==> src/line_follow_pd_steering_macros.svh <==
// ---------------------------------------------------------------------------
// Assertion macros for the line follower steering block
// Shared property wrappers, clocked on clock and disabled in reset.
// ---------------------------------------------------------------------------
`ifndef LINE_FOLLOW_PD_STEERING_MACROS_SVH
`define LINE_FOLLOW_PD_STEERING_MACROS_SVH

// same-cycle implication
`define LFS_ASSERT_NOW(label, cond, consq, msg) \
   label: assert property (@(posedge clock) disable iff (reset) (cond) |-> (consq)) \
      else $error(msg);

// next-cycle implication
`define LFS_ASSERT_NEXT(label, cond, consq, msg) \
   label: assert property (@(posedge clock) disable iff (reset) (cond) |=> (consq)) \
      else $error(msg);

`endif

==> src/lfs_pkg.sv <==
// ---------------------------------------------------------------------------
// lfs_pkg
// Types, constants and helpers shared by the line follower steering block.
// ---------------------------------------------------------------------------
`timescale 1ns / 1ps

package lfs_pkg;

   localparam logic [6:0] WhiteLevel = 7'd47;
   localparam logic [6:0] BlackLevel = 7'd7;

   localparam logic [1:0] STOP_ENCODER    = 2'd0;
   localparam logic [1:0] STOP_WHITE_BLACK = 2'd1;
   localparam logic [1:0] STOP_WHITE      = 2'd2;

   localparam logic [2:0] REG_SETPOINT   = 3'd0;
   localparam logic [2:0] REG_GAIN_P     = 3'd1;
   localparam logic [2:0] REG_GAIN_I     = 3'd2;
   localparam logic [2:0] REG_GAIN_D     = 3'd3;
   localparam logic [2:0] REG_BASE_SPEED = 3'd4;
   localparam logic [2:0] REG_FOLLOW     = 3'd5;
   localparam logic [2:0] REG_STOP_MODE  = 3'd6;
   localparam logic [2:0] REG_ENC_TARGET = 3'd7;

   typedef struct packed {
      logic [7:0]        setpoint_half;
      logic [9:0]        gain_p;
      logic [9:0]        gain_i;
      logic [9:0]        gain_d;
      logic signed [7:0] base_speed;
      logic              follow_side;
      logic [1:0]        stop_mode;
      logic [19:0]       encoder_target;
   } cfg_type;

   // one tick's values, computed with the run-state update, ready for the multipliers
   typedef struct packed {
      logic              done;
      logic signed [8:0]  err;
      logic signed [15:0] err_sum;
      logic signed [9:0]  deriv;
   } tick_type;

   function automatic logic signed [7:0] sat_speed(input logic signed [20:0] v);
      logic signed [7:0] r;
      if (v > 21'sd100) begin
         r = 8'sd100;
      end else if (v < -21'sd100) begin
         r = -8'sd100;
      end else begin
         r = v[7:0];
      end
      return r;
   endfunction

endpackage

==> src/lfs_csr.sv <==
// ---------------------------------------------------------------------------
// lfs_csr
// Configuration register file; takes one write per cycle.
// ---------------------------------------------------------------------------
`timescale 1ns / 1ps

module lfs_csr (
   input  logic              clock,
   input  logic              reset,
   input  logic              csr_valid,
   output logic              csr_ready,
   input  logic [2:0]        csr_index,
   input  logic [19:0]       csr_wdata,
   output lfs_pkg::cfg_type  cfg
);
   import lfs_pkg::*;

   cfg_type cfg_ff;
   cfg_type cfg_in;

   assign csr_ready = 1'b1;
   assign cfg       = cfg_ff;

   always_comb begin
      cfg_in = cfg_ff;
      if (csr_valid) begin
         case (csr_index)
            REG_SETPOINT:   cfg_in.setpoint_half  = csr_wdata[7:0];
            REG_GAIN_P:     cfg_in.gain_p         = csr_wdata[9:0];
            REG_GAIN_I:     cfg_in.gain_i         = csr_wdata[9:0];
            REG_GAIN_D:     cfg_in.gain_d         = csr_wdata[9:0];
            REG_BASE_SPEED: cfg_in.base_speed     = csr_wdata[7:0];
            REG_FOLLOW:     cfg_in.follow_side    = csr_wdata[0];
            REG_STOP_MODE:  cfg_in.stop_mode      = csr_wdata[1:0];
            REG_ENC_TARGET: cfg_in.encoder_target = csr_wdata;
            default: begin
            end
         endcase
      end
   end

   always_ff @(posedge clock) begin
      if (reset) begin
         cfg_ff.setpoint_half  <= 8'd55;
         cfg_ff.gain_p         <= 10'd77;
         cfg_ff.gain_i         <= 10'd0;
         cfg_ff.gain_d         <= 10'd154;
         cfg_ff.base_speed     <= 8'sd30;
         cfg_ff.follow_side    <= 1'b0;
         cfg_ff.stop_mode      <= STOP_ENCODER;
         cfg_ff.encoder_target <= 20'd360;
      end else begin
         cfg_ff <= cfg_in;
      end
   end

endmodule

==> src/lfs_track.sv <==
// ---------------------------------------------------------------------------
// lfs_track
// Run state: stop detection, error, saturating integral and last error.
// Updated once for every accepted tick.
// ---------------------------------------------------------------------------
`timescale 1ns / 1ps

module lfs_track (
   input  logic              clock,
   input  logic              reset,
   input  logic              accept,
   input  logic              first_sample,
   input  logic [6:0]        follow_reading,
   input  logic [6:0]        find_reading,
   input  logic [19:0]       encoder_count,
   input  lfs_pkg::cfg_type  cfg,
   output lfs_pkg::tick_type tick
);
   import lfs_pkg::*;

   logic signed [8:0]  last_error_ff, last_error_in;
   logic signed [15:0] error_sum_ff, error_sum_in;
   logic               white_seen_ff, white_seen_in;
   logic               run_finished_ff, run_finished_in;

   logic signed [8:0]  le_cur;
   logic signed [15:0] sum_cur;
   logic               ws_cur;
   logic               rf_cur;
   logic               ws_new;
   logic               stop;
   logic [9:0]         err_wide;
   logic signed [8:0]  err;
   logic signed [16:0] sum_wide;
   logic signed [15:0] sum_sat;
   logic               same_sign;

   // a new run clears everything before the tick is handled
   assign le_cur  = first_sample ? '0 : last_error_ff;
   assign sum_cur = first_sample ? '0 : error_sum_ff;
   assign ws_cur  = first_sample ? 1'b0 : white_seen_ff;
   assign rf_cur  = first_sample ? 1'b0 : run_finished_ff;

   assign ws_new = ws_cur | (find_reading >= WhiteLevel);

   always_comb begin
      case (cfg.stop_mode)
         STOP_ENCODER:     stop = (encoder_count >= cfg.encoder_target);
         STOP_WHITE_BLACK: stop = ws_new & (find_reading <= BlackLevel);
         default:          stop = ws_new;
      endcase
   end

   assign err_wide = {2'b00, follow_reading, 1'b0} - {2'b00, cfg.setpoint_half};
   assign err      = err_wide[8:0];

   assign same_sign = ((err > 9'sd0) && (le_cur > 9'sd0))
                    || ((err < 9'sd0) && (le_cur < 9'sd0));

   assign sum_wide = {sum_cur[15], sum_cur} + {{8{err[8]}}, err};
   always_comb begin
      if (sum_wide[16] != sum_wide[15]) begin
         sum_sat = sum_wide[16] ? 16'sh8000 : 16'sh7fff;
      end else begin
         sum_sat = sum_wide[15:0];
      end
   end

   always_comb begin
      last_error_in   = le_cur;
      error_sum_in    = sum_cur;
      white_seen_in   = ws_cur;
      run_finished_in = rf_cur;
      tick.done       = 1'b1;
      tick.err        = err;
      tick.err_sum    = same_sign ? sum_sat : 16'sd0;
      tick.deriv      = {err[8], err} - {le_cur[8], le_cur};
      if (!rf_cur) begin
         white_seen_in = ws_new;
         if (stop) begin
            run_finished_in = 1'b1;
         end else begin
            tick.done     = 1'b0;
            last_error_in = err;
            error_sum_in  = tick.err_sum;
         end
      end
   end

   always_ff @(posedge clock) begin
      if (reset) begin
         last_error_ff   <= '0;
         error_sum_ff    <= '0;
         white_seen_ff   <= 1'b0;
         run_finished_ff <= 1'b0;
      end else if (accept) begin
         last_error_ff   <= last_error_in;
         error_sum_ff    <= error_sum_in;
         white_seen_ff   <= white_seen_in;
         run_finished_ff <= run_finished_in;
      end
   end

endmodule

==> src/line_follow_pd_steering.sv <==
// ---------------------------------------------------------------------------
// line_follow_pd_steering
// PID line follower steering for a differential drive: one tick in,
// left and right motor speeds plus a done flag out.
//
//   channel | ports                          | direction
//   req     | req_valid/req_ready + fields   | in, one control tick
//   rsp     | rsp_valid/rsp_ready + fields   | out, one result per tick
//   csr     | csr_valid/csr_ready, index+data| in, register write
//
// One tick per cycle is taken while the rsp channel is not stalled.
// Run state updates at the req transfer; products are registered in the
// middle stage, then summed, rounded and saturated into the output register.
// A stalled rsp holds each stage that is full; empty stages still fill.
// Synchronous reset restores register defaults and clears the run state.
// ---------------------------------------------------------------------------
`timescale 1ns / 1ps

`include "line_follow_pd_steering_macros.svh"

module line_follow_pd_steering (
   input  logic              clock,
   input  logic              reset,
   input  logic              req_valid,
   output logic              req_ready,
   input  logic              req_first_sample,
   input  logic [6:0]        req_follow_reading,
   input  logic [6:0]        req_find_reading,
   input  logic [19:0]       req_encoder_count,
   output logic              rsp_valid,
   input  logic              rsp_ready,
   output logic signed [7:0] rsp_left_speed,
   output logic signed [7:0] rsp_right_speed,
   output logic              rsp_done_res,
   input  logic              csr_valid,
   output logic              csr_ready,
   input  logic [2:0]        csr_index,
   input  logic [19:0]       csr_wdata
);
   import lfs_pkg::*;

   cfg_type  cfg;
   tick_type tick;

   logic req_accept;
   logic out_take;
   logic en2;
   logic en1;

   logic     v1_ff;
   tick_type t1_ff;

   logic               v2_ff;
   logic               done2_ff;
   logic signed [19:0] p_prod_ff, p_prod_in;
   logic signed [26:0] i_prod_ff, i_prod_in;
   logic signed [20:0] d_prod_ff, d_prod_in;

   logic               rsp_valid_ff;
   logic signed [7:0]  rsp_left_ff, rsp_left_in;
   logic signed [7:0]  rsp_right_ff, rsp_right_in;
   logic               rsp_done_ff;

   logic signed [27:0] total;
   logic [27:0]        mag;
   logic [27:0]        mag_rnd;
   logic [18:0]        quo;
   logic signed [19:0] corr;
   logic signed [20:0] base_w;
   logic signed [20:0] minus_w;
   logic signed [20:0] plus_w;

   logic               speeds_zero;
   logic               speeds_in_range;
   logic               mid_stall;

   lfs_csr u_csr (
      .clock     (clock),
      .reset     (reset),
      .csr_valid (csr_valid),
      .csr_ready (csr_ready),
      .csr_index (csr_index),
      .csr_wdata (csr_wdata),
      .cfg       (cfg)
   );

   lfs_track u_track (
      .clock          (clock),
      .reset          (reset),
      .accept         (req_accept),
      .first_sample   (req_first_sample),
      .follow_reading (req_follow_reading),
      .find_reading   (req_find_reading),
      .encoder_count  (req_encoder_count),
      .cfg            (cfg),
      .tick           (tick)
   );

   // advance a stage when it is empty or its successor takes its contents
   assign out_take   = !rsp_valid_ff || rsp_ready;
   assign en2        = !v2_ff || out_take;
   assign en1        = !v1_ff || en2;
   assign req_ready  = en1;
   assign req_accept = req_valid && req_ready;

   // stage 2: gain products
   assign p_prod_in = $signed({1'b0, cfg.gain_p}) * t1_ff.err;
   assign i_prod_in = $signed({1'b0, cfg.gain_i}) * t1_ff.err_sum;
   assign d_prod_in = $signed({1'b0, cfg.gain_d}) * t1_ff.deriv;

   // stage 3: sum, divide by 512 rounding ties away from zero, steer
   assign total   = 28'(p_prod_ff) + 28'(i_prod_ff) + 28'(d_prod_ff);
   assign mag     = total[27] ? 28'(-total) : 28'(total);
   assign mag_rnd = mag + 28'd256;
   assign quo     = mag_rnd[27:9];
   assign corr    = total[27] ? -$signed({1'b0, quo}) : $signed({1'b0, quo});
   assign base_w  = 21'(cfg.base_speed);
   assign minus_w = base_w - 21'(corr);
   assign plus_w  = base_w + 21'(corr);

   always_comb begin
      if (done2_ff) begin
         rsp_left_in  = 8'sd0;
         rsp_right_in = 8'sd0;
      end else if (cfg.follow_side) begin
         rsp_left_in  = sat_speed(plus_w);
         rsp_right_in = sat_speed(minus_w);
      end else begin
         rsp_left_in  = sat_speed(minus_w);
         rsp_right_in = sat_speed(plus_w);
      end
   end

   always_ff @(posedge clock) begin
      if (reset) begin
         v1_ff        <= 1'b0;
         v2_ff        <= 1'b0;
         rsp_valid_ff <= 1'b0;
      end else begin
         if (en1) begin
            v1_ff <= req_accept;
         end
         if (en2) begin
            v2_ff <= v1_ff;
         end
         if (out_take) begin
            rsp_valid_ff <= v2_ff;
         end
      end
   end

   always_ff @(posedge clock) begin
      if (req_accept) begin
         t1_ff <= tick;
      end
      if (en2 && v1_ff) begin
         done2_ff  <= t1_ff.done;
         p_prod_ff <= p_prod_in;
         i_prod_ff <= i_prod_in;
         d_prod_ff <= d_prod_in;
      end
      if (out_take && v2_ff) begin
         rsp_left_ff  <= rsp_left_in;
         rsp_right_ff <= rsp_right_in;
         rsp_done_ff  <= done2_ff;
      end
   end

   assign rsp_valid       = rsp_valid_ff;
   assign rsp_left_speed  = rsp_left_ff;
   assign rsp_right_speed = rsp_right_ff;
   assign rsp_done_res    = rsp_done_ff;

   assign speeds_zero     = (rsp_left_ff == 8'sd0) && (rsp_right_ff == 8'sd0);
   assign speeds_in_range = (rsp_left_ff <= 8'sd100) && (rsp_left_ff >= -8'sd100)
                          && (rsp_right_ff <= 8'sd100) && (rsp_right_ff >= -8'sd100);
   assign mid_stall       = v2_ff && !out_take;

   `LFS_ASSERT_NOW(a_done_zero, rsp_valid_ff && rsp_done_ff, speeds_zero, "done speed nonzero")
   `LFS_ASSERT_NOW(a_speed_range, rsp_valid_ff, speeds_in_range, "speed out of range")
   `LFS_ASSERT_NEXT(a_mid_hold, mid_stall, v2_ff && $stable({done2_ff, p_prod_ff}), "mid lost")

endmodule

==> config.mk <==
export PLATFORM = sky130hd
export DESIGN_NAME = line_follow_pd_steering
export DESIGN_NICKNAME = d
export VERILOG_FILES = /design/src/lfs_pkg.sv /design/src/lfs_csr.sv /design/src/lfs_track.sv /design/src/line_follow_pd_steering.sv
export VERILOG_INCLUDE_DIRS = /design/src /design/src/src
export SDC_FILE = /design/constraint.sdc
export NUM_CORES = 2
export LEC_CHECK = 0
export ABC_AREA = 1
export BUFFER_PORTS_ARGS = -buffer_cell sky130_fd_sc_hd__buf_2
export CAP_MARGIN = 10
export CORE_MARGIN = 1.5
export CORE_UTILIZATION = 43
export CTS_CLUSTER_SIZE = 10
export DETAILED_ROUTE_END_ITERATION = 8
export SYNTH_ARGS = -nofsm -noshare
export SYNTH_HDL_FRONTEND = slang
export SYNTH_SLANG_ARGS = --single-unit
==> constraint.sdc <==
create_clock -name clock -period 17.4 [get_ports clock]
set_clock_uncertainty 0.05 [all_clocks]
set_input_delay 1.74 -clock clock [delete_from_list [all_inputs] [get_ports clock]]
set_output_delay 1.74 -clock clock [all_outputs]
set_load 0.005 [all_outputs]
==> impl_metrics.tcl <==
set metrics [dict create \
    grt_overflow 0 \
    required_ns 17.67 \
    antenna_found_initial 0 \
    io_buffers 81 \
    start_util 0.434 \
    post-synth-top-area-cell "fa_1" \
    drt-total-wl_um 72500 \
    fmax_mhz 120 \
    cts_htree_levels 1 \
    grt_pass1_vias 23793 \
    synth_top_area_share 0.201 \
    die_y_um 266 \
    area_growth_pct 6.39 \
    synth_nets 4649 \
    yosys-top-cells-area "fa_1 (20%), ha_1 (13%), nand2_1 (13%)" \
    n_fill_cell 6900 \
    ys_ff_latch 221 \
    status "finished clean" \
    layout-drive-gt1-share 0.0624 \
    ios 83 \
    cts_root_buf "clkbuf_16" \
    grt_max_degree 69 \
    relSlewSlack 0.218 \
    wl_per_cell_um 14.9 \
    slew_violations 0 \
    cts-buffers-inserted 28 \
    ant_nets 0 \
    cts_sinks 221 \
    synth_edf_count 122 \
    place_congestion 0.920 \
    grt_pass1_wl_um 120000 \
    criticalPathCategory "reg2reg" \
    tightest_slew_ns 1.17 \
    cts.repair.resized 0 \
    first_iter_violations 1401 \
    seq_area_frac_synth 0.191 \
    path_delay_family "simple AND/OR/NAND/NOR gates" \
    hold_class "reg2reg" \
    maxCapViolCount 0 \
    finalSetupViolCount 0 \
    postSynthAreaPerCell_um2 7.45 \
    die_w_um 266 \
    rsz0062_at_grt "false" \
    arrival_ns 8.60 \
    via_count 23766 \
    netlist_instances 3977 \
    cp_common_cell "nand2_1" \
    post-route-period-util 0.479 \
    yosysWarnings 0 \
    cp-start-kind "flop" \
    hold_buffers 0 \
    cp_slowest_cell "edfxtp_1" \
    synth_ff_type "edfxtp_1" \
    syn-cell-area_um2 29600 \
    synth.most_common_cell "nand2_1" \
    grtUsageTotal 0.209 \
    async_flop_share 0 \
    critPathMaxFanout 53 \
    synth_commonest_cells "nand2_1 (994), inv_1 (854), ha_1 (311)" \
    max_stage_delay_ns 0.62 \
    avgViaCountPerCell 4.88 \
    tns_ns 0 \
    dr.pass1.iters 6 \
    worstSkewPairLatency_ns 0.57 \
    cp-end-kind "flop" \
    path_clk_slew_ns 0.06 \
    dp_hpwl_um 59200 \
    dieArea_um2 70500 \
    finalHoldViolations 0 \
    fin_crit_ns 8.33 \
    cts_setup_buffers 0 \
    cts_tree "done" \
    path_buf_inv 3 \
    route.detailed.drc 0 \
    fin_nets 4644 \
    placeableCoreArea_um2 68300 \
    cts_max_path_buffers 3 \
    num_rows 96 \
    synthDistinctLibCells 57 \
    n_antenna_cell 0 \
]
[registers in the layout, summed over array words and instances, names as in the netlist]
signal / count
rsp_valid: 1
rsp_left_speed: 8
i_prod_ff: 27
u_csr.cfg: 69
done2_ff: 1
u_track.last_error_ff: 9
rsp_done_res: 1
u_track.run_finished_ff: 1
p_prod_ff: 20
rsp_right_speed: 8
v1_ff: 1
d_prod_ff: 21
u_track.error_sum_ff: 16
v2_ff: 1
u_track.white_seen_ff: 1
t1_ff: 36
[metrics by stage]
step            util  hold WS, ns  instance area, µm²  setup slack (ns)  cells
2_1_floorplan      -        0.350               29600             10.65   3977
3_3_place_gp   0.449        0.395               30700              9.25   4824
3_5_place_dp   0.449        0.402               30700              9.15   4824
4_1_cts        0.461        0.410               31500              9.11   4875
5_1_grt        0.461        0.425               31500              8.18   4875
6_report       0.461        0.409               31500              9.07   4875
[layout make-up]
type / instances / area [µm²] / area share
repair buffers: 91 / 480 / 0.0152
clock inverters: 6 / 35.0 / 0.00111
clock buffers: 45 / 786 / 0.0249
multi-input cells: 2748 / 20200 / 0.640
well taps: 882 / 1100 / 0.0350
flip-flops and latches: 221 / 5650 / 0.179
inverters: 882 / 3310 / 0.105
[layout by cell type, fill, tap and decap left out, drive strengths merged, types with 2 or more instances in the layout]
cell     synthesis  layout
nor4            10      10
and3             2       2
nand3b           6       6
a21boi           2       2
nor3b            3       3
o21bai          11      11
clkinv           7      13
xor2           113     113
o31ai            4       4
o211ai          29      29
clkbuf         116      45
nor2           273     273
ha             311     311
edfxtp         122     122
nand3          176     176
nor3            22      22
a211oi           4       4
nand2         1026    1026
o21ai          135     135
a21o             7       7
fa             298     298
or2             21      21
inv            875     874
o2111ai          3       3
buf             10      91
a31oi            8       8
and2             2       2
xnor2           32      32
o21a             3       3
nand4           35      35
dfxtp           99      99
a21oi          204     204
[per-layer routing]
layer  vias up  share of wire  track usage
met5         -              0            0
met2       458           0.48        0.368
met3        67          0.037       0.0159
met1     11056           0.47        0.282
met4         0          0.016       0.0394
li1      12185              -            -
[path summary, 6_finish.rpt]
| path | start | to | slack (ns) | cells past startpoint |
|---|---|---|---|---|
| hold reg to reg | u_csr.cfg[2] | u_csr.cfg[2] | 0.41 | 2 |
| setup reg to reg | p_prod_ff[19] | rsp_right_speed[2] | 9.07 | 43 |
| hold / removal | u_csr.cfg[2] | u_csr.cfg[2] | 0.41 | 2 |
| setup / recovery | p_prod_ff[19] | rsp_right_speed[2] | 9.07 | 43 |
[kinds of logic after synthesis]
family                     Yosys count  share of synthesized area
AOI/OAI and AO/OA                  415                     0.0768
xor gates and xnor gates           145                     0.0454
adders and majority gates          609                      0.333
buffers and inverters             1008                      0.129
DFF                                221                      0.191
other                                1                   0.000127
and+or+nand+nor                   1578                      0.225
[worst reg2reg max path: cells and delay by family (launching register included)]
kind	cells	cell delay [ns]
buffers and inverters	3	0.23
adder cells (fa/ha/maj)	4	1.64
flip-flops	1	0.62
XOR/XNOR	1	0.25
AND/OR/NAND/NOR	31	4.59
AO/OA/AOI/OAI	4	0.67
Power is not shown: default switching activity piles up to over one toggle a cycle in this logic, so the estimate is an artifact.
